===== src/rtl/cosine_similarity_stream_core_defines.svh =====
// assertion macros shared by the cosine similarity core
`ifndef COSINE_SIMILARITY_STREAM_CORE_DEFINES_SVH
`define COSINE_SIMILARITY_STREAM_CORE_DEFINES_SVH

// same-cycle implication, checked out of reset
`define CSIM_ASSERT_NOW(lbl, ante, cons) \
    lbl: assert property (@(posedge aclk) disable iff (!aresetn) (ante) |-> (cons)) \
        else $error("csim check failed");

// next-cycle implication, checked out of reset
`define CSIM_ASSERT_NEXT(lbl, ante, cons) \
    lbl: assert property (@(posedge aclk) disable iff (!aresetn) (ante) |=> (cons)) \
        else $error("csim check failed");

`endif


===== src/rtl/csim_pkg.sv =====
// types and constants of the cosine similarity core
package csim_pkg;
    localparam int ELEM_W     = 16;
    localparam int DOT_W      = 44;
    localparam int SQ_W       = 43;
    localparam int PROD_W     = 2 * SQ_W;
    localparam int ROOT_W     = SQ_W;
    localparam int REM_W      = ROOT_W + 2;
    localparam int HALF_W     = (SQ_W + 1) / 2;
    localparam int QUO_W      = 15;
    localparam int SIM_W      = 16;
    localparam int STEP_W     = 6;
    localparam int MUL_STEPS  = 4;
    localparam int SQRT_STEPS = ROOT_W;
    localparam int Q_DEPTH    = 4;
    localparam int Q_AW       = 2;
    localparam int Q_CW       = 3;

    typedef struct packed {
        logic signed [DOT_W-1:0] dot;
        logic [SQ_W-1:0]         sa;
        logic [SQ_W-1:0]         sb;
    } csim_sums_t;

    typedef enum logic [2:0] {
        ST_IDLE,
        ST_MUL,
        ST_SQRT,
        ST_CHK,
        ST_DIV,
        ST_DONE
    } csim_state_t;
endpackage


===== src/rtl/csim_queue.sv =====
// small fifo of finished sums between front and back end
module csim_queue
    import csim_pkg::*;
(
    input  logic            aclk,
    input  logic            aresetn,
    input  logic            push,
    input  csim_sums_t      push_sums,
    input  logic            pop,
    output logic            not_empty,
    output csim_sums_t      head,
    output logic [Q_CW-1:0] level
);
    csim_sums_t          mem_reg [Q_DEPTH];
    logic [Q_AW-1:0]     wr_reg, wr_next, rd_reg, rd_next;
    logic [Q_CW-1:0]     cnt_reg, cnt_next;

    assign not_empty = cnt_reg != '0;
    assign head      = mem_reg[rd_reg];
    assign level     = cnt_reg;

    always_comb begin
        wr_next  = push ? wr_reg + 1'b1 : wr_reg;
        rd_next  = pop ? rd_reg + 1'b1 : rd_reg;
        cnt_next = cnt_reg + Q_CW'(push) - Q_CW'(pop);
    end

    always_ff @(posedge aclk) begin
        if (!aresetn) begin
            wr_reg  <= '0;
            rd_reg  <= '0;
            cnt_reg <= '0;
        end else begin
            wr_reg  <= wr_next;
            rd_reg  <= rd_next;
            cnt_reg <= cnt_next;
        end
        if (push) begin
            mem_reg[wr_reg] <= push_sums;
        end
    end
endmodule


===== config.mk =====
export PLATFORM = sky130hd
export DESIGN_NAME = csim_queue
export DESIGN_NICKNAME = d
export VERILOG_FILES = /design/src/rtl/cosine_similarity_stream_core_defines.svh /design/src/rtl/csim_pkg.sv /design/src/rtl/csim_queue.sv
export SDC_FILE = /design/constraint.sdc
export NUM_CORES = 1
export LEC_CHECK = 0
export ABC_AREA = 1
export BUFFER_PORTS_ARGS = -buffer_cell sky130_fd_sc_hd__buf_2
export CORE_ASPECT_RATIO = 1.75
export CORE_UTILIZATION = 58
export CTS_CLUSTER_SIZE = 10
export DETAILED_ROUTE_END_ITERATION = 8
export PLACE_DENSITY = 0.8
export REMOVE_ABC_BUFFERS = 1
export SLEW_MARGIN = 20
export SYNTH_ARGS = -nofsm -noshare
export SYNTH_HDL_FRONTEND = slang
export SYNTH_SLANG_ARGS = --single-unit

===== constraint.sdc =====
create_clock -name aclk -period 4.8 [get_ports aclk]
set_clock_uncertainty 0.15 [all_clocks]
set_input_delay 0.48 -clock aclk [delete_from_list [all_inputs] [get_ports aclk]]
set_output_delay 0.48 -clock aclk [all_outputs]
set_load 0.03 [all_outputs]

==> flow_summary.toml <==
[status]
outcome = "complete, no violations"

[timing]
finalCritPeriodShare_pct = 67.1
finalWorstPathRequiredPeriod_ps = 3220
slew_headroom_pct = 30.2
layout_setup_ws_ps = 1580
rsz0062_at_grt = "false"
finalHoldViolations = 0
fmax_mhz = 311
drv_slew = 0
tightest_slew_ps = 1050
holdWs_ps = 24.9
timing.setup.tns_ps = 0
setup-violations-final = 0

[synth]
ys_async_sr_fraction_pct = 0
ys.flop_type = "edfxtp_1"
synth_area_sq_mm = 0.0210
ys_warn_count = 0
ys_seq_elements = 529
synth.distinct_cells = 19
synth_edf_count = 520
syn_inst = 1571
seq_area_frac_synth_pct = 75.3
syn_avg_cell_area_sq_um = 13.3

[worst_setup_path]
setup.worst_path.end = "head[15]"
critPathArrivalTime_ps = 2590
r2r_cells = 5
required_ps = 4170
worstPathMaxFanout = 68
worstReg2RegStart = "wr_reg[0]"
critPathLaunchType = "flop"
r2r_slack_ps = 2360
crit_type = "flop to output port"
worstReg2RegEnd = "mem_reg[0][26]"
worst_setup_path_end_kind = "output port"

[clock_tree]
cts.sinks = 529
clock_path_buffers = 3
cts-root-buf = "clkbuf_16"
h-tree-depth = 2
clk_pin_slew_ps = 50
clkLatencyLatePin_ps = 560
postCtsResizedCells = 0
cts_tree = "done"
cts_made_buffers = 58

[final_layout]
drive_above_1_share_pct = 17.7
largest_reg_flops = 520
synthToLayoutAreaGrowth_pct = 20.9
nets = 2099

[global_route]
grt_overflow = 0
grt_pass1_vias = 13250
grt_pass1_wl_mm = 67.5
antenna_found_initial = 11
grt_start_max_net_pins = 138
grt_usage_pct = 23.9

[route]
drcViolationCount = 0
dr.first_iter.drc_count = 991
wire_per_inst_um = 18.1
ant_nets = 0
top_layer = "met5"
wl_met2_mm = 23.7
met1Wirelength_mm = 16.4
routed-wl-met3_mm = 2.21
vias_per_cell = 5.38
vias = 13209
dr.pass1.iters = 5
drt_wl_total_mm = 44.6

[place]
dp_slack_ps = 2190
io_buffer_count = 267
dpl.hpwl_mm = 25.5
routabilityCongestion = 0.763

[floorplan]
io_pins = 268
dieHeight_um = 254
num_rows = 91
die_w_um = 146
core_area_sq_mm = 0.0354
initial_core_util_pct = 59.2
die-area_sq_mm = 0.0369

[min_path]
worstHoldStart = "push_sums[3]"
hold_path_class = "input pin to flop"

[power]
leakagePower_nw = 9.91
p_per_area_mw_per_mm2 = 415
peakVddDrop_v = 0.000367

[run]
cap_viol_max_count = 0
## Yosys cell counts, types with 6 or more instances
master	n	area share, %
clkbuf_2	9	0.21
inv_1	275	4.9
o21ai_1	80	1.9
buf_2	26	0.62
buf_4	8	0.29
nand2_1	270	4.8
o21ai_0	54	1.3
buf_6	37	2.0
o211ai_1	130	4.7
dfxtp_1	9	0.86
a21oi_1	136	3.2
edfxtp_1	520	74
ha_1	6	0.36
## cell families after synthesis
logic type	Yosys count	share of synthesized area, %
buffers and inverters	362	8.21
adders and majority gates	7	0.454
DFF	529	75.3
AOI/OAI and AO/OA	400	11.1
and+or+nand+nor	273	4.90
## per-stage QoR
stage	util [%]	std cells	cell area (sq um)	power (mW)
global placement	63.3	2233	22400	6.60
floorplan	-	1484	20300	6.28
CTS	71.5	2447	25300	10.5
global route	71.6	2457	25300	10.8
detailed placement	63.3	2233	22400	6.64
finish	71.6	2457	25300	10.5
## worst min path at each step
| stage | cells after the start | slack (ps) | end |
|---|---|---|---|
| final | 1 | 20 | mem_reg[1][3] |
| after CTS | 3 | 0.2 | level[1] |
| after global placement | 2 | 300 | flop |
| after detailed placement | 2 | 290 | flop |
| after global routing | 1 | 10 | mem_reg[2][3] |
| after floorplan | 2 | 290 | flop |
## cell type report
type | count | area (sq um)
fillers | 2177 | 10100
clock buffers | 85 | 1620
diodes | 9 | 22.5
repair buffers | 414 | 2820
multi-input cells | 680 | 3450
well taps | 465 | 582
flip-flops and latches | 529 | 15800
inverters | 275 | 1050
## power by group
part	switching (mW)	leakage, nW	total, mW	internal [mW]
Sequential	0.0730	4.85	5.36	5.29
Combinational	0.903	4.28	1.28	0.377
Clock	1.59	0.780	3.86	2.28
Total	2.56	9.91	10.5	7.95
## what timing repair did
item / 4_1_cts / 5_1_grt
hold buffers: 129 / 1
endpoints found under the hold margin: 512 / 4
buffers inserted: 0 / 0
## worst max-delay path: stages (launching register included)
cell and delay (ps):
dfxtp_4 730, buf_4 610, a21oi_1 190, o21ai_0 150
nand2_1 100, buf_2 190
## placed cells by master (no fill, tap or decap)
cell	count
edfxtp_1	520
inv_1	271
nand2_1	270
buf_2	267
a21oi_1	136
o211ai_1	130
dlygate4sd3_1	130
o21ai_1	80
clkbuf_16	61
o21ai_0	54
clkbuf_1	24
buf_4	13
diode_2	9
dfxtp_1	7
ha_1	6
inv_6	4
buf_12	4
nand3_1	2
dfxtp_4	2
nor2_1	1
fa_1	1
## routing by layer
metal / global-route usage [%] / vias up
met3: 3.41 / 131
met5: 0 / -
met4: 13.7 / 4
met2: 43.2 / 486
li1: - / 6243
met1: 26.9 / 6345
Note: power is estimated with default switching activity, not from simulation.
