<file path="config.mk">
export PLATFORM = sky130hd
export DESIGN_NAME = csim_front
export DESIGN_NICKNAME = d
export VERILOG_FILES = /design/src/rtl/cosine_similarity_stream_core_defines.svh /design/src/rtl/csim_pkg.sv /design/src/rtl/csim_front.sv
export SDC_FILE = /design/constraint.sdc
export NUM_CORES = 2
export LEC_CHECK = 0
export CAP_MARGIN = 15
export CELL_PAD_IN_SITES_DETAIL_PLACEMENT = 1
export CELL_PAD_IN_SITES_GLOBAL_PLACEMENT = 1
export CORE_UTILIZATION = 56
export CTS_CLUSTER_DIAMETER = 40
export DETAILED_ROUTE_END_ITERATION = 10
export DONT_BUFFER_PORTS = 1
export PLACE_DENSITY_LB_ADDON = 0.12
export SLEW_MARGIN = 5
export SYNTH_ARGS = -nofsm -noshare
export SYNTH_HDL_FRONTEND = slang
export SYNTH_SLANG_ARGS = --single-unit
</file>
<file path="constraint.sdc">
create_clock -name aclk -period 13.7 [get_ports aclk]
set_input_delay 0 -clock aclk [delete_from_list [all_inputs] [get_ports aclk]]
set_output_delay 0 -clock aclk [all_outputs]
set_load 0.02 [all_outputs]
</file>
<file path="src/rtl/cosine_similarity_stream_core_defines.svh">
// assertion macros shared by the cosine similarity core
`ifndef COSINE_SIMILARITY_STREAM_CORE_DEFINES_SVH
`define COSINE_SIMILARITY_STREAM_CORE_DEFINES_SVH

// same-cycle implication, checked out of reset
`define CSIM_ASSERT_NOW(lbl, ante, cons) \
    lbl: assert property (@(posedge aclk) disable iff (!aresetn) (ante) |-> (cons)) \
        else $error("csim check failed");

// next-cycle implication, checked out of reset
`define CSIM_ASSERT_NEXT(lbl, ante, cons) \
    lbl: assert property (@(posedge aclk) disable iff (!aresetn) (ante) |=> (cons)) \
        else $error("csim check failed");

`endif

</file>
<file path="src/rtl/csim_pkg.sv">
// types and constants of the cosine similarity core
package csim_pkg;
    localparam int ELEM_W     = 16;
    localparam int DOT_W      = 44;
    localparam int SQ_W       = 43;
    localparam int PROD_W     = 2 * SQ_W;
    localparam int ROOT_W     = SQ_W;
    localparam int REM_W      = ROOT_W + 2;
    localparam int HALF_W     = (SQ_W + 1) / 2;
    localparam int QUO_W      = 15;
    localparam int SIM_W      = 16;
    localparam int STEP_W     = 6;
    localparam int MUL_STEPS  = 4;
    localparam int SQRT_STEPS = ROOT_W;
    localparam int Q_DEPTH    = 4;
    localparam int Q_AW       = 2;
    localparam int Q_CW       = 3;

    typedef struct packed {
        logic signed [DOT_W-1:0] dot;
        logic [SQ_W-1:0]         sa;
        logic [SQ_W-1:0]         sb;
    } csim_sums_t;

    typedef enum logic [2:0] {
        ST_IDLE,
        ST_MUL,
        ST_SQRT,
        ST_CHK,
        ST_DIV,
        ST_DONE
    } csim_state_t;
endpackage

</file>
<file path="src/rtl/csim_front.sv">
// front end: product stage and saturating running sums
module csim_front
    import csim_pkg::*;
(
    input  logic                     aclk,
    input  logic                     aresetn,
    input  logic                     s_tvalid,
    output logic                     s_tready,
    input  logic signed [ELEM_W-1:0] elem_a,
    input  logic signed [ELEM_W-1:0] elem_b,
    input  logic                     s_tlast,
    input  logic [Q_CW-1:0]          q_level,
    output logic                     push,
    output csim_sums_t               push_sums
);
    localparam int PW = 2 * ELEM_W;

    logic                 p1_valid_reg, p1_valid_next;
    logic                 p1_last_reg;
    logic signed [PW-1:0] pd_reg, qa_reg, qb_reg;
    logic signed [DOT_W-1:0] dot_reg, dot_next;
    logic [SQ_W-1:0]      sa_reg, sa_next, sb_reg, sb_next;
    logic signed [DOT_W:0] dot_sum;
    logic [SQ_W:0]        sa_sum, sb_sum;
    logic                 accept;
    logic signed [DOT_W-1:0] dot_sat;
    logic [SQ_W-1:0]      sa_sat, sb_sat;

    // keep a slot free for a last word still in the product stage
    assign s_tready = ({1'b0, q_level} + {3'b0, p1_valid_reg & p1_last_reg}) < Q_DEPTH;
    assign accept   = s_tvalid & s_tready;
    assign p1_valid_next = accept;

    always_ff @(posedge aclk) begin
        if (!aresetn) begin
            p1_valid_reg <= 1'b0;
        end else begin
            p1_valid_reg <= p1_valid_next;
        end
        if (accept) begin
            p1_last_reg <= s_tlast;
            pd_reg <= PW'(elem_a * elem_b);
            qa_reg <= PW'(elem_a * elem_a);
            qb_reg <= PW'(elem_b * elem_b);
        end
    end

    always_comb begin
        dot_sum = (DOT_W+1)'(dot_reg) + (DOT_W+1)'(pd_reg);
        sa_sum  = {1'b0, sa_reg} + (SQ_W+1)'(unsigned'(qa_reg));
        sb_sum  = {1'b0, sb_reg} + (SQ_W+1)'(unsigned'(qb_reg));
        if (dot_sum[DOT_W] != dot_sum[DOT_W-1]) begin
            dot_sat = dot_sum[DOT_W] ? {1'b1, {(DOT_W-1){1'b0}}} : {1'b0, {(DOT_W-1){1'b1}}};
        end else begin
            dot_sat = dot_sum[DOT_W-1:0];
        end
        sa_sat = sa_sum[SQ_W] ? {SQ_W{1'b1}} : sa_sum[SQ_W-1:0];
        sb_sat = sb_sum[SQ_W] ? {SQ_W{1'b1}} : sb_sum[SQ_W-1:0];

        push = p1_valid_reg & p1_last_reg;
        push_sums.dot = dot_sat;
        push_sums.sa  = sa_sat;
        push_sums.sb  = sb_sat;

        dot_next = dot_reg;
        sa_next  = sa_reg;
        sb_next  = sb_reg;
        if (p1_valid_reg) begin
            if (p1_last_reg) begin
                dot_next = '0;
                sa_next  = '0;
                sb_next  = '0;
            end else begin
                dot_next = dot_sat;
                sa_next  = sa_sat;
                sb_next  = sb_sat;
            end
        end
    end

    always_ff @(posedge aclk) begin
        if (!aresetn) begin
            dot_reg <= '0;
            sa_reg  <= '0;
            sb_reg  <= '0;
        end else begin
            dot_reg <= dot_next;
            sa_reg  <= sa_next;
            sb_reg  <= sb_next;
        end
    end
endmodule

</file>
==> metrics.md <==
| Metric | Value |
|---|---|
| Initial core utilization | `56.7%` |
| CP Max Fanout | `31` |
| Mapped Nets | `5870` |
| Source of the worst register-to-register timing path | `pd_reg[31]` |
| Setup TNS | `0 ns` |
| Total overflow reported by the global router | `0` |
| Worst min-delay path class | `input pin to register` |
| Number of flops mapped to enable cells by yosys | `95` |
| Async SR Flop Fraction | `0%` |
| Clock-pin slew on the worst setup and hold paths | `0.05 ns` |
| Number of placed I/O pins | `171` |
| Floorplan Core Area | `~75000 sq um` |
| Run status | `complete, no violations` |
| Actual slew at the worst max-slew pin | `1.23 ns` |
| Placed Cells incl. Taps | `5502` |
| Cell depth of the worst hold path | `1` |
| Vias per cell | `5.88` |
| Die area | `76600 sq um` |
| Post-CTS Setup Bufs | `0` |
| Fill cell count | `8668` |
| Arrival time at the worst endpoint | `6.77 ns` |
| Flip-flop count of the largest register, all copies and words added | `44` |
| Gpl congestion | `0.900` |
| Global-route usage over all layers | `33.3%` |
| CTS Buf Count | `48` |
| Tmin final | `about 6.5 ns` |
| DRT Wirelength | `124000 microns` |
| Reg-to-reg endpoint | `dot_reg[7]` |
| CTS Root Cell | `sky130_fd_sc_hd__clkbuf_16` |
| Height of the die | `277 microns` |
| Max-slew headroom at the worst pin | `17.2%` |
| Multiplexer share of the synthesized area | `less than 1%` |
| Count of unique library cells instantiated by Yosys | `92` |
| Level count of the clock H-tree | `2` |
| Area growth syn-to-layout | `5.33%` |
| Initial antenna violation count | `2` |
| Register cell area after layout | `around 5500 sq um` |
| Pre-antenna DRT Iters | `5` |
| Fraction of the cycle the final worst path needs | `a little under half` |
| Total via count after detailed routing | `33000` |
| Post-synthesis instance area | `between 40000 and 50000 sq um` |
| Complex-gate fraction of the synthesized area | `between 10% and 20%` |
| # rows | `100` |
| Adder and majority cell fraction of the synthesized area | `a little under half` |
| Vias in the first global route | `37200` |
| First-pass GRT wire length | `around 200000 microns` |
| Worst hold slack after final layout | `0.0692 ns` |
| Final Setup Violations | `0` |
| Worst hold path startpoint | `s_tlast` |
| Worst Setup Path Type | `input pin to register` |
| Reg2reg path depth | `11` |
| Critical Path End Type | `register` |
| Largest family of logic cells by synthesized area | `adder cells` |
| DIE WIDTH | `277 microns` |
| Deepest clock path buffer count | `3` |
| Number of pins with negative max-slew slack in the final report | `0` |
| Fin. Hold Viols | `0` |
| Upper clock frequency limit | `0.155 GHz` |
| Average size of a mapped cell | `8.94 sq um` |
| Commonest register cell after synthesis | `sky130_fd_sc_hd__dfxtp_1` |
| DRC errors left | `0` |
| Post-route antenna net violation count | `0` |
| Post-synthesis simple-gate area fraction | `13.5%` |
| Part of the Yosys area used for sequential elements | `13.0%` |
| Startpoint type of the worst setup path | `input pin` |
| CTS tree | `yes` |
| Number of port buffers | `0` |
| Pin count of the biggest net entering global routing | `62` |
| Final layout net count | `~5700` |
| Non-Filler Instances | `5602` |
| Wire per inst | `22.2 microns` |
| Xor-xnor portion of the synthesized cell area | `4.39%` |
| Share of layout cells above drive strength 1 | `3.56%` |
| Post-route clock skew | `~0.044 ns` |
| Area of the multi-input gates | `32400 sq um` |
| Number of synthesis warnings | `0` |
| Synthesized flop and latch total | `between 200 and 250` |
| Antenna Cells | `0` |
| Reg-to-reg setup timing slack | `8.81 ns` |
| Data required time at the worst endpoint | `14.01 ns` |
| Detailed Place HPWL | `95400 microns` |
| Sink count of the clock tree | `226` |
| Clk Latency, worst-skew pair | `between 0.6 and 0.7 ns` |
| Number of cells produced by synthesis | `4729` |
| DRC marker count from the first detailed-route iteration | `around 1800` |
| RSZ-0062 raised after global routing | `false` |
| Hold EP | `p1_last_reg` |
| Max-cap violation count | `0` |
-- synth_stat cells, types with 74 or more instances --
cell type,instances,share of area [%]
sky130_fd_sc_hd__xor2_1,74,1.5
sky130_fd_sc_hd__clkbuf_1,190,1.7
sky130_fd_sc_hd__ha_1,369,11
sky130_fd_sc_hd__edfxtp_1,95,6.7
sky130_fd_sc_hd__nand2_1,499,4.4
sky130_fd_sc_hd__nor2_1,213,1.9
sky130_fd_sc_hd__and2_1,197,2.9
sky130_fd_sc_hd__dfxtp_1,131,6.2
sky130_fd_sc_hd__fa_1,733,35
sky130_fd_sc_hd__inv_1,947,8.4
sky130_fd_sc_hd__o21ai_0,155,1.8
sky130_fd_sc_hd__xnor2_1,138,2.9
sky130_fd_sc_hd__a21oi_1,206,2.4
sky130_fd_sc_hd__a21o_1,96,1.7
-- kinds of logic (layout without fill, tap and decap cells) --
family / Yosys count / count (layout)
DFF: 226 / 226
AOI/OAI and AO/OA: 804 / 804
muxes: 12 / 12
adders and majority gates: 1102 / 1102
buffers and inverters: 1171 / 1075
xor gates and xnor gates: 212 / 212
and+or+nand+nor: 1202 / 1202
-- worst max-delay path, stage by stage --
cell and delay (ns):
sky130_fd_sc_hd__dlygate4sd3_1 0.74, sky130_fd_sc_hd__nor2b_1 0.54, sky130_fd_sc_hd__a31o_2 0.25, sky130_fd_sc_hd__fa_1 0.43
sky130_fd_sc_hd__fa_1 0.51, sky130_fd_sc_hd__fa_1 0.43, sky130_fd_sc_hd__fa_1 0.49, sky130_fd_sc_hd__inv_1 0.05
sky130_fd_sc_hd__fa_1 0.47, sky130_fd_sc_hd__inv_1 0.04, sky130_fd_sc_hd__ha_1 0.34, sky130_fd_sc_hd__and3_1 0.20
sky130_fd_sc_hd__a211oi_1 0.40, sky130_fd_sc_hd__o21ai_0 0.24, sky130_fd_sc_hd__o31a_1 0.34, sky130_fd_sc_hd__a211o_1 0.34
sky130_fd_sc_hd__a2111oi_0 0.59, sky130_fd_sc_hd__nor2_1 0.16, sky130_fd_sc_hd__xor2_1 0.19
-- timing repair --
item	4_1_cts	5_1_grt
hold buffers	10	0
gates resized for setup	0	0
endpoints found under the hold margin	90	0
-- metal layers --
metal  vias up  wire [microns]  GRT usage (%)
li1      14800               -              -
met1     17100           50200           41.2
met2       789           62800           59.2
met3       276            6750           4.88
met4         2            4430           11.6
met5         -              12              0
-- per-stage QoR --
step	worst slack, ns	area, sq um	utilization (%)
floorplan	7.47	42300	-
global placement	6.94	42800	57.4
detailed placement	6.71	42800	57.4
CTS	7.35	44500	59.7
global route	6.99	44500	59.7
finish	7.24	44500	59.7
-- how the worst max path moves through the flow --
stage / depth (start not counted) / slack [ns] / end / start
2_1_floorplan: 21 / 7.47 / qb_reg[29] / elem_b[3]
3_3_place_gp: 17 / 6.94 / qa_reg[31] / elem_a[15]
3_5_place_dp: 17 / 6.71 / qa_reg[31] / elem_a[15]
4_1_cts: 17 / 7.35 / qa_reg[31] / elem_a[15]
5_1_grt: 21 / 6.99 / qb_reg[31] / elem_b[12]
6_report: 19 / 7.24 / qb_reg[29] / elem_b[0]
-- cells in the final DEF (no fill, tap or decap), drive strengths merged, types with 10 or more instances in the layout --
cell         synthesis  routed
nand2              499     499
a21o                96      96
o21ai              160     160
a311oi              13      13
fa                 733     733
nand2b              43      43
a31o                14      14
and3                29      29
dfxtp              131     131
clkbuf             192      51
xnor2              138     138
clkinv               6      21
dlygate4sd3          0      10
o21a                39      39
xor2                74      74
o211ai              21      21
or3                 13      13
a41oi               10      10
nand3               47      47
nor3                36      36
and2               197     197
ha                 369     369
o21bai              25      25
edfxtp              95      95
nor2               214     214
or2                 27      27
a21oi              207     207
a22o                30      30
nand4               30      30
a211oi              28      28
nor2b               25      25
o311ai              34      34
buf                 25      21
inv                948     962
a2111oi             11      11
a31oi               39      39
-- final cells by class --
class | instances | area share, %
Timing Repair Buffer | 31 | 0.579
Clock inverter | 39 | 0.930
Tap cell | 969 | 2.72
Clock buffer | 51 | 2.72
Multi-Input combinational cell | 3332 | 72.7
Inverter | 954 | 8.04
Sequential cell | 226 | 12.3
Power is left out: the tool's default activity adds up to more than one toggle a clock period on the data nets, which glitch-free logic cannot reach.
