--- config.mk ---
export PLATFORM = sky130hd
export DESIGN_NAME = csim_back
export DESIGN_NICKNAME = d
export VERILOG_FILES = /design/src/rtl/cosine_similarity_stream_core_defines.svh /design/src/rtl/csim_pkg.sv /design/src/rtl/csim_back.sv
export SDC_FILE = /design/constraint.sdc
export NUM_CORES = 2
export LEC_CHECK = 0
export BUFFER_PORTS_ARGS = -buffer_cell sky130_fd_sc_hd__buf_2
export CAP_MARGIN = 20
export CELL_PAD_IN_SITES_DETAIL_PLACEMENT = 0
export CELL_PAD_IN_SITES_GLOBAL_PLACEMENT = 2
export CORE_MARGIN = 2
export CORE_UTILIZATION = 41
export DETAILED_ROUTE_END_ITERATION = 7
export PLACE_DENSITY = 0.85
export SYNTH_ARGS = -nofsm -noshare
export SYNTH_HDL_FRONTEND = slang
export SYNTH_SLANG_ARGS = --single-unit
--- constraint.sdc ---
create_clock -name aclk -period 15.9 [get_ports aclk]
set_clock_uncertainty 0.2 [all_clocks]
set_input_delay 3.18 -clock aclk [delete_from_list [all_inputs] [get_ports aclk]]
set_output_delay 3.18 -clock aclk [all_outputs]
set_load 0.02 [all_outputs]
--- src/rtl/cosine_similarity_stream_core_defines.svh ---
// assertion macros shared by the cosine similarity core
`ifndef COSINE_SIMILARITY_STREAM_CORE_DEFINES_SVH
`define COSINE_SIMILARITY_STREAM_CORE_DEFINES_SVH

// same-cycle implication, checked out of reset
`define CSIM_ASSERT_NOW(lbl, ante, cons) \
    lbl: assert property (@(posedge aclk) disable iff (!aresetn) (ante) |-> (cons)) \
        else $error("csim check failed");

// next-cycle implication, checked out of reset
`define CSIM_ASSERT_NEXT(lbl, ante, cons) \
    lbl: assert property (@(posedge aclk) disable iff (!aresetn) (ante) |=> (cons)) \
        else $error("csim check failed");

`endif

--- src/rtl/csim_pkg.sv ---
// types and constants of the cosine similarity core
package csim_pkg;
    localparam int ELEM_W     = 16;
    localparam int DOT_W      = 44;
    localparam int SQ_W       = 43;
    localparam int PROD_W     = 2 * SQ_W;
    localparam int ROOT_W     = SQ_W;
    localparam int REM_W      = ROOT_W + 2;
    localparam int HALF_W     = (SQ_W + 1) / 2;
    localparam int QUO_W      = 15;
    localparam int SIM_W      = 16;
    localparam int STEP_W     = 6;
    localparam int MUL_STEPS  = 4;
    localparam int SQRT_STEPS = ROOT_W;
    localparam int Q_DEPTH    = 4;
    localparam int Q_AW       = 2;
    localparam int Q_CW       = 3;

    typedef struct packed {
        logic signed [DOT_W-1:0] dot;
        logic [SQ_W-1:0]         sa;
        logic [SQ_W-1:0]         sb;
    } csim_sums_t;

    typedef enum logic [2:0] {
        ST_IDLE,
        ST_MUL,
        ST_SQRT,
        ST_CHK,
        ST_DIV,
        ST_DONE
    } csim_state_t;
endpackage

--- src/rtl/csim_back.sv ---
// back end: product, square root, division and output register
module csim_back
    import csim_pkg::*;
(
    input  logic                    aclk,
    input  logic                    aresetn,
    input  logic                    q_not_empty,
    input  csim_sums_t              q_head,
    output logic                    pop,
    output logic                    m_tvalid,
    input  logic                    m_tready,
    output logic signed [SIM_W-1:0] similarity,
    output logic                    zero_vector
);
    csim_state_t state_reg, state_next;
    logic [STEP_W-1:0]  step_reg, step_next;
    logic [DOT_W-1:0]   mag_reg, mag_next;
    logic               neg_reg, neg_next;
    logic [SQ_W-1:0]    sa_reg, sa_next, sb_reg, sb_next;
    logic [PROD_W-1:0]  prod_reg, prod_next;
    logic [REM_W-1:0]   rem_reg, rem_next;
    logic [ROOT_W-1:0]  root_reg, root_next;
    logic [QUO_W-1:0]   quo_reg, quo_next;
    logic [SIM_W-1:0]   res_reg, res_next;
    logic               rzero_reg, rzero_next;
    logic               ov_reg, ov_next;
    logic [SIM_W-1:0]   osim_reg, osim_next;
    logic               ozero_reg, ozero_next;

    logic [HALF_W-1:0]   a_part, b_part;
    logic [2*HALF_W-1:0] pp;
    logic [PROD_W-1:0]   pp_sh;
    logic [REM_W+1:0]    rem_sh, trial;
    logic [REM_W-1:0]    r2;
    logic                last_step, out_free, zero_in;

    assign out_free  = !ov_reg || m_tready;
    assign zero_in   = (q_head.sa == '0) || (q_head.sb == '0);
    assign m_tvalid  = ov_reg;
    assign similarity  = osim_reg;
    assign zero_vector = ozero_reg;

    // next state
    always_comb begin
        state_next = state_reg;
        unique case (state_reg)
            ST_IDLE: if (q_not_empty) state_next = zero_in ? ST_DONE : ST_MUL;
            ST_MUL:  if (last_step) state_next = ST_SQRT;
            ST_SQRT: if (last_step) state_next = ST_CHK;
            ST_CHK:  state_next = ({1'b0, mag_reg} >= {2'b0, root_reg}) ? ST_DONE : ST_DIV;
            ST_DIV:  if (last_step) state_next = ST_DONE;
            ST_DONE: if (out_free) state_next = ST_IDLE;
            default: state_next = ST_IDLE;
        endcase
    end

    // datapath
    always_comb begin
        pop = 1'b0;
        step_next = step_reg + 1'b1;
        mag_next = mag_reg; neg_next = neg_reg;
        sa_next = sa_reg; sb_next = sb_reg;
        prod_next = prod_reg; rem_next = rem_reg; root_next = root_reg;
        quo_next = quo_reg; res_next = res_reg; rzero_next = rzero_reg;
        ov_next = ov_reg && !m_tready;
        osim_next = osim_reg; ozero_next = ozero_reg;
        last_step = 1'b0;

        // 22 x 22 partial products of the sum halves, accumulated in prod_reg
        a_part = step_reg[1] ? HALF_W'(sa_reg[SQ_W-1:HALF_W]) : sa_reg[HALF_W-1:0];
        b_part = step_reg[0] ? HALF_W'(sb_reg[SQ_W-1:HALF_W]) : sb_reg[HALF_W-1:0];
        pp     = a_part * b_part;
        pp_sh  = PROD_W'(pp) << ((step_reg[1] ? HALF_W : 0) + (step_reg[0] ? HALF_W : 0));
        // one root bit per cycle
        rem_sh = {rem_reg, prod_reg[PROD_W-1 -: 2]};
        trial  = {2'b0, root_reg, 2'b01};
        // one quotient bit per cycle
        r2     = {rem_reg[REM_W-2:0], 1'b0};

        unique case (state_reg)
            ST_IDLE: begin
                step_next = '0;
                if (q_not_empty) begin
                    pop = 1'b1;
                    neg_next = q_head.dot < 0;
                    mag_next = (q_head.dot < 0) ? DOT_W'(-q_head.dot) : DOT_W'(q_head.dot);
                    sa_next = q_head.sa;
                    sb_next = q_head.sb;
                    prod_next = '0;
                    rem_next = '0;
                    root_next = '0;
                    rzero_next = zero_in;
                    res_next = '0;
                end
            end
            ST_MUL: begin
                prod_next = prod_reg + pp_sh;
                last_step = step_reg == STEP_W'(MUL_STEPS - 1);
                if (last_step) step_next = '0;
            end
            ST_SQRT: begin
                prod_next = {prod_reg[PROD_W-3:0], 2'b00};
                if (rem_sh >= trial) begin
                    rem_next  = REM_W'(rem_sh - trial);
                    root_next = {root_reg[ROOT_W-2:0], 1'b1};
                end else begin
                    rem_next  = REM_W'(rem_sh);
                    root_next = {root_reg[ROOT_W-2:0], 1'b0};
                end
                last_step = step_reg == STEP_W'(SQRT_STEPS - 1);
            end
            ST_CHK: begin
                step_next = '0;
                rem_next  = REM_W'(mag_reg);
                quo_next  = '0;
                // quotient of 2^15 or more saturates
                res_next  = neg_reg ? {1'b1, {(SIM_W-1){1'b0}}} : {1'b0, {(SIM_W-1){1'b1}}};
            end
            ST_DIV: begin
                if (r2 >= {2'b0, root_reg}) begin
                    rem_next = r2 - {2'b0, root_reg};
                    quo_next = {quo_reg[QUO_W-2:0], 1'b1};
                end else begin
                    rem_next = r2;
                    quo_next = {quo_reg[QUO_W-2:0], 1'b0};
                end
                last_step = step_reg == STEP_W'(QUO_W - 1);
                if (last_step) begin
                    res_next = neg_reg ? SIM_W'(-{1'b0, quo_next}) : {1'b0, quo_next};
                end
            end
            ST_DONE: begin
                if (out_free) begin
                    ov_next = 1'b1;
                    osim_next = res_reg;
                    ozero_next = rzero_reg;
                end
            end
            default: ;
        endcase
    end

    always_ff @(posedge aclk) begin
        if (!aresetn) begin
            state_reg <= ST_IDLE;
            ov_reg    <= 1'b0;
        end else begin
            state_reg <= state_next;
            ov_reg    <= ov_next;
        end
        step_reg <= step_next;
        mag_reg <= mag_next; neg_reg <= neg_next;
        sa_reg <= sa_next; sb_reg <= sb_next;
        prod_reg <= prod_next; rem_reg <= rem_next; root_reg <= root_next;
        quo_reg <= quo_next; res_reg <= res_next; rzero_reg <= rzero_next;
        osim_reg <= osim_next; ozero_reg <= ozero_next;
    end
endmodule

==> summary.txt <==
Run status
  – Outcome: finished, final reports clean

Floorplanning
  – Initial Util: 0.415
  – Die W: 333 um
  – I/O pin count: 153
  – Die ar.: 111000 sq um
  – Die H: 333 um
  – FP Rows: 120
  – Core Region: 107000 sq um

Global route
  – GRT overflow: 0
  – Met2 track demand over resource: 0.418
  – First-pass GRT wire length: 226000 um
  – Initial antenna violation count: 1
  – Largest net degree at the start of global routing: 79
  – Met1 Use GR: 0.369
  – Most Crowded Layer GR: met2
  – Tot GR Track Use: 0.260
  – Vias in the first global route: 37300
  – M3 GR Usage: 0.0362

Synthesis
  – Post-synthesis sequential area ratio: 0.243
  – Synth Area in Compound Gates: 0.170
  – Synth Instances: 5048
  – Synth Cell Area: 44500 sq um
  – Largest family of logic cells by synthesized area: adder cells
  – Synth Area in XOR/XNOR: 0.0488
  – Post-synthesis cell type count: 77
  – Post-synthesis average cell area: 8.82 sq um
  – Syn. warnings: 0
  – Post-synthesis mux area share: 0.0315
  – #FFs+latches synth: 363
  – Primary FF master, synth: edfxtp_1
  – Adder-cell share of the synthesized area: 0.289
  – Number of synthesized flops with an enable pin: 353
  – Syn_nets: 5971
  – Asr flop ratio synth: 0
  – Simple-gate share of the synthesized area: 0.151

Cells and area
  – Antenna cells: 0
  – Area Overhead vs Synth: 8.22%
  – Share of layout cells above drive strength 1: 0.0743
  – Fin cells: 6506
  – Fill count: 10600
  – Fin nets: 5990
  – Final Cell Area: 48200 sq um
  – Largest register FFs: 86

Hold path
  – Hold/Removal Path Class: register to register
  – Worst Hold Depth: 0
  – Worst Hold Launch: res_reg[6]
  – Worst hold endpoint: similarity[6]

Clock tree
  – Hold buffers post-CTS: 0
  – H-Tree Depth: 2
  – Clock latency at the later pin of the worst-skew pair: 0.63 ns
  – Resized cells post-CTS: 0
  – Num Clock Sinks: 363
  – Post-CTS setup repair buffer count: 0
  – CTS clk-pin slew, worst paths: 0.06 ns
  – CTS Buf Count: 44
  – TritonCTS clock tree: yes
  – Clock buffer depth: 3
  – Clock root buffer: clkbuf_16

Setup path
  – Reg-to-Reg End: prod_reg[83]
  – R2R Path Start: step_reg[1]
  – Slowest cell on crit path: mux2i_1
  – Worst stage delay on the critical path: 0.84 ns
  – CP max FO: 30
  – Crit path DAT: 13.36 ns
  – Critical path endpoint category: register
  – CP Launch Type: register
  – R2R cell count: 41
  – Critical Path RT: 16.04 ns
  – Most used cell along the critical path: fa_1
  – FF-to-FF setup slack: 2.68 ns
  – Worst Setup Path Type: register to register

Timing
  – Worst-margin pin slew: 1.11 ns
  – Hold slack: 0.219 ns
  – Setup TNS: 0 ns
  – Final Max Tran Viols: 0
  – Finish-stage setup viols: 0
  – Period utilisation layout: 0.831
  – Fin crit period: 13.22 ns
  – F_max: 0.0757 GHz
  – RSZ-0062 raised after global routing: false
  – Slew HR: 0.258
  – Final Hold Viols: 0

Job
  – Max Cap Viol: 0

Detailed routing
  – Vias: 37200
  – Vias per inst: 5.71
  – Detail Route Antenna Nets: 0
  – Final wirelength: 145000 um
  – Wire per inst: 22.2 um
  – DRT Pass-1 Iters: 6
  – Initial drt markers: 2840
  – Drc violations: 0

Place
  – Placed Cells: 6424
  – DP Area: 46700 sq um
  – HPWL reported at the end of detailed placement: 113000 um
  – IO Port Bufs: 152
  – Final Wtd Congestion: 0.919
==> layout by cell type (no fill, tap or decap), types with 9 or more instances in the layout <==
master,count
a211oi_1,36
a21boi_0,12
a21o_1,162
a21oi_1,308
a221oi_1,15
a22o_1,9
a31oi_1,47
and2_1,43
and3_1,34
buf_2,153
buf_4,59
clkbuf_16,44
edfxtp_1,353
fa_1,399
ha_1,387
inv_1,542
mux2_2,56
mux2i_1,73
nand2_1,564
nand2b_1,43
nand3_1,43
nand4_1,66
nor2_1,513
nor2b_1,40
nor3_1,49
nor3b_1,9
nor4_1,40
o211ai_1,18
o21a_1,29
o21ai_0,332
o21bai_1,39
o22ai_1,64
o2bb2ai_1,9
o31ai_1,35
or2_2,9
or3_1,24
or4_1,9
xnor2_1,158
xor2_1,90
==> final cells by class <==
class / count / area [sq um] / share of cell area
Multi-Input combinational cell: 3901 / 30900 / 0.641
Sequential cell: 363 / 10800 / 0.224
Inverter: 545 / 2050 / 0.0425
Tap cell: 1403 / 1760 / 0.0364
Timing Repair Buffer: 212 / 1210 / 0.0251
Clock buffer: 54 / 1160 / 0.0241
Clock inverter: 28 / 332 / 0.00688
==> synthesized netlist by cell type (34+ instances only) <==
cell        n  share of area
nand2_1   567          0.048
inv_1     542          0.046
xor2_1     90          0.018
edfxtp_1  353           0.24
nand3_1    43         0.0048
and3_1     34         0.0048
xnor2_1   158          0.031
nor2b_1    42         0.0059
nor3_1     49         0.0055
nor4_1     40         0.0056
a211oi_1   37         0.0062
ha_1      390           0.11
mux2i_1    77          0.017
o21ai_0   333          0.037
o21bai_1   39         0.0066
mux2_2     56          0.014
o22ai_1    64         0.0090
o31ai_1    35         0.0059
nor2_1    516          0.044
and2_1     43         0.0060
nand2b_1   43         0.0060
nand4_1    66         0.0093
a31oi_1    48         0.0067
a21o_1    162          0.027
fa_1      399           0.18
a21oi_1   308          0.035
clkbuf_1  212          0.018
==> critical path, delay by kind of cell, from the launching register on <==
family          cells  cell delay (ns)
simple gates        3             0.60
compound gates     20             4.78
flops               1             0.66
fa+ha+maj           9             4.45
mux                 2             1.19
xor+xnor            2             0.33
buf+inv             5             0.71
==> stage by stage <==
step,worst slack [ns],utilization
floorplan,3.54,-
global route,1.88,0.449
finish,2.68,0.449
global placement,2.80,0.435
CTS,2.76,0.449
detailed placement,2.83,0.435
==> logic make-up (layout without fill, tap and decap cells) <==
kind of cell	count (synthesis)	in the layout
adders and majority gates	789	789
DFF	363	363
buffers and inverters	784	839
xor gates and xnor gates	248	248
muxes	133	133
and+or+nand+nor	1516	1516
AOI/OAI and AO/OA	1215	1215
==> per-layer routing <==
| layer | vias up | routed length [um] |
|---|---|---|
| met4 | 2 | 3510 |
| li1 | 17500 | - |
| met3 | 167 | 8680 |
| met5 | - | 13 |
| met1 | 18400 | 66300 |
| met2 | 1124 | 66000 |
==> worst max path at each step <==
stage	from	end	slack, ns	cells past startpoint
global placement	step_reg[1]	prod_reg[85]	2.80	41
CTS	step_reg[1]	prod_reg[83]	2.76	41
finish	step_reg[1]	prod_reg[83]	2.68	41
floorplan	q_not_empty	pop	3.54	2
detailed placement	step_reg[1]	prod_reg[83]	2.83	41
global route	step_reg[1]	prod_reg[69]	1.88	41
Power is left out: the tool's default activity adds up to more than one toggle a clock period on the data nets, which glitch-free logic cannot reach.
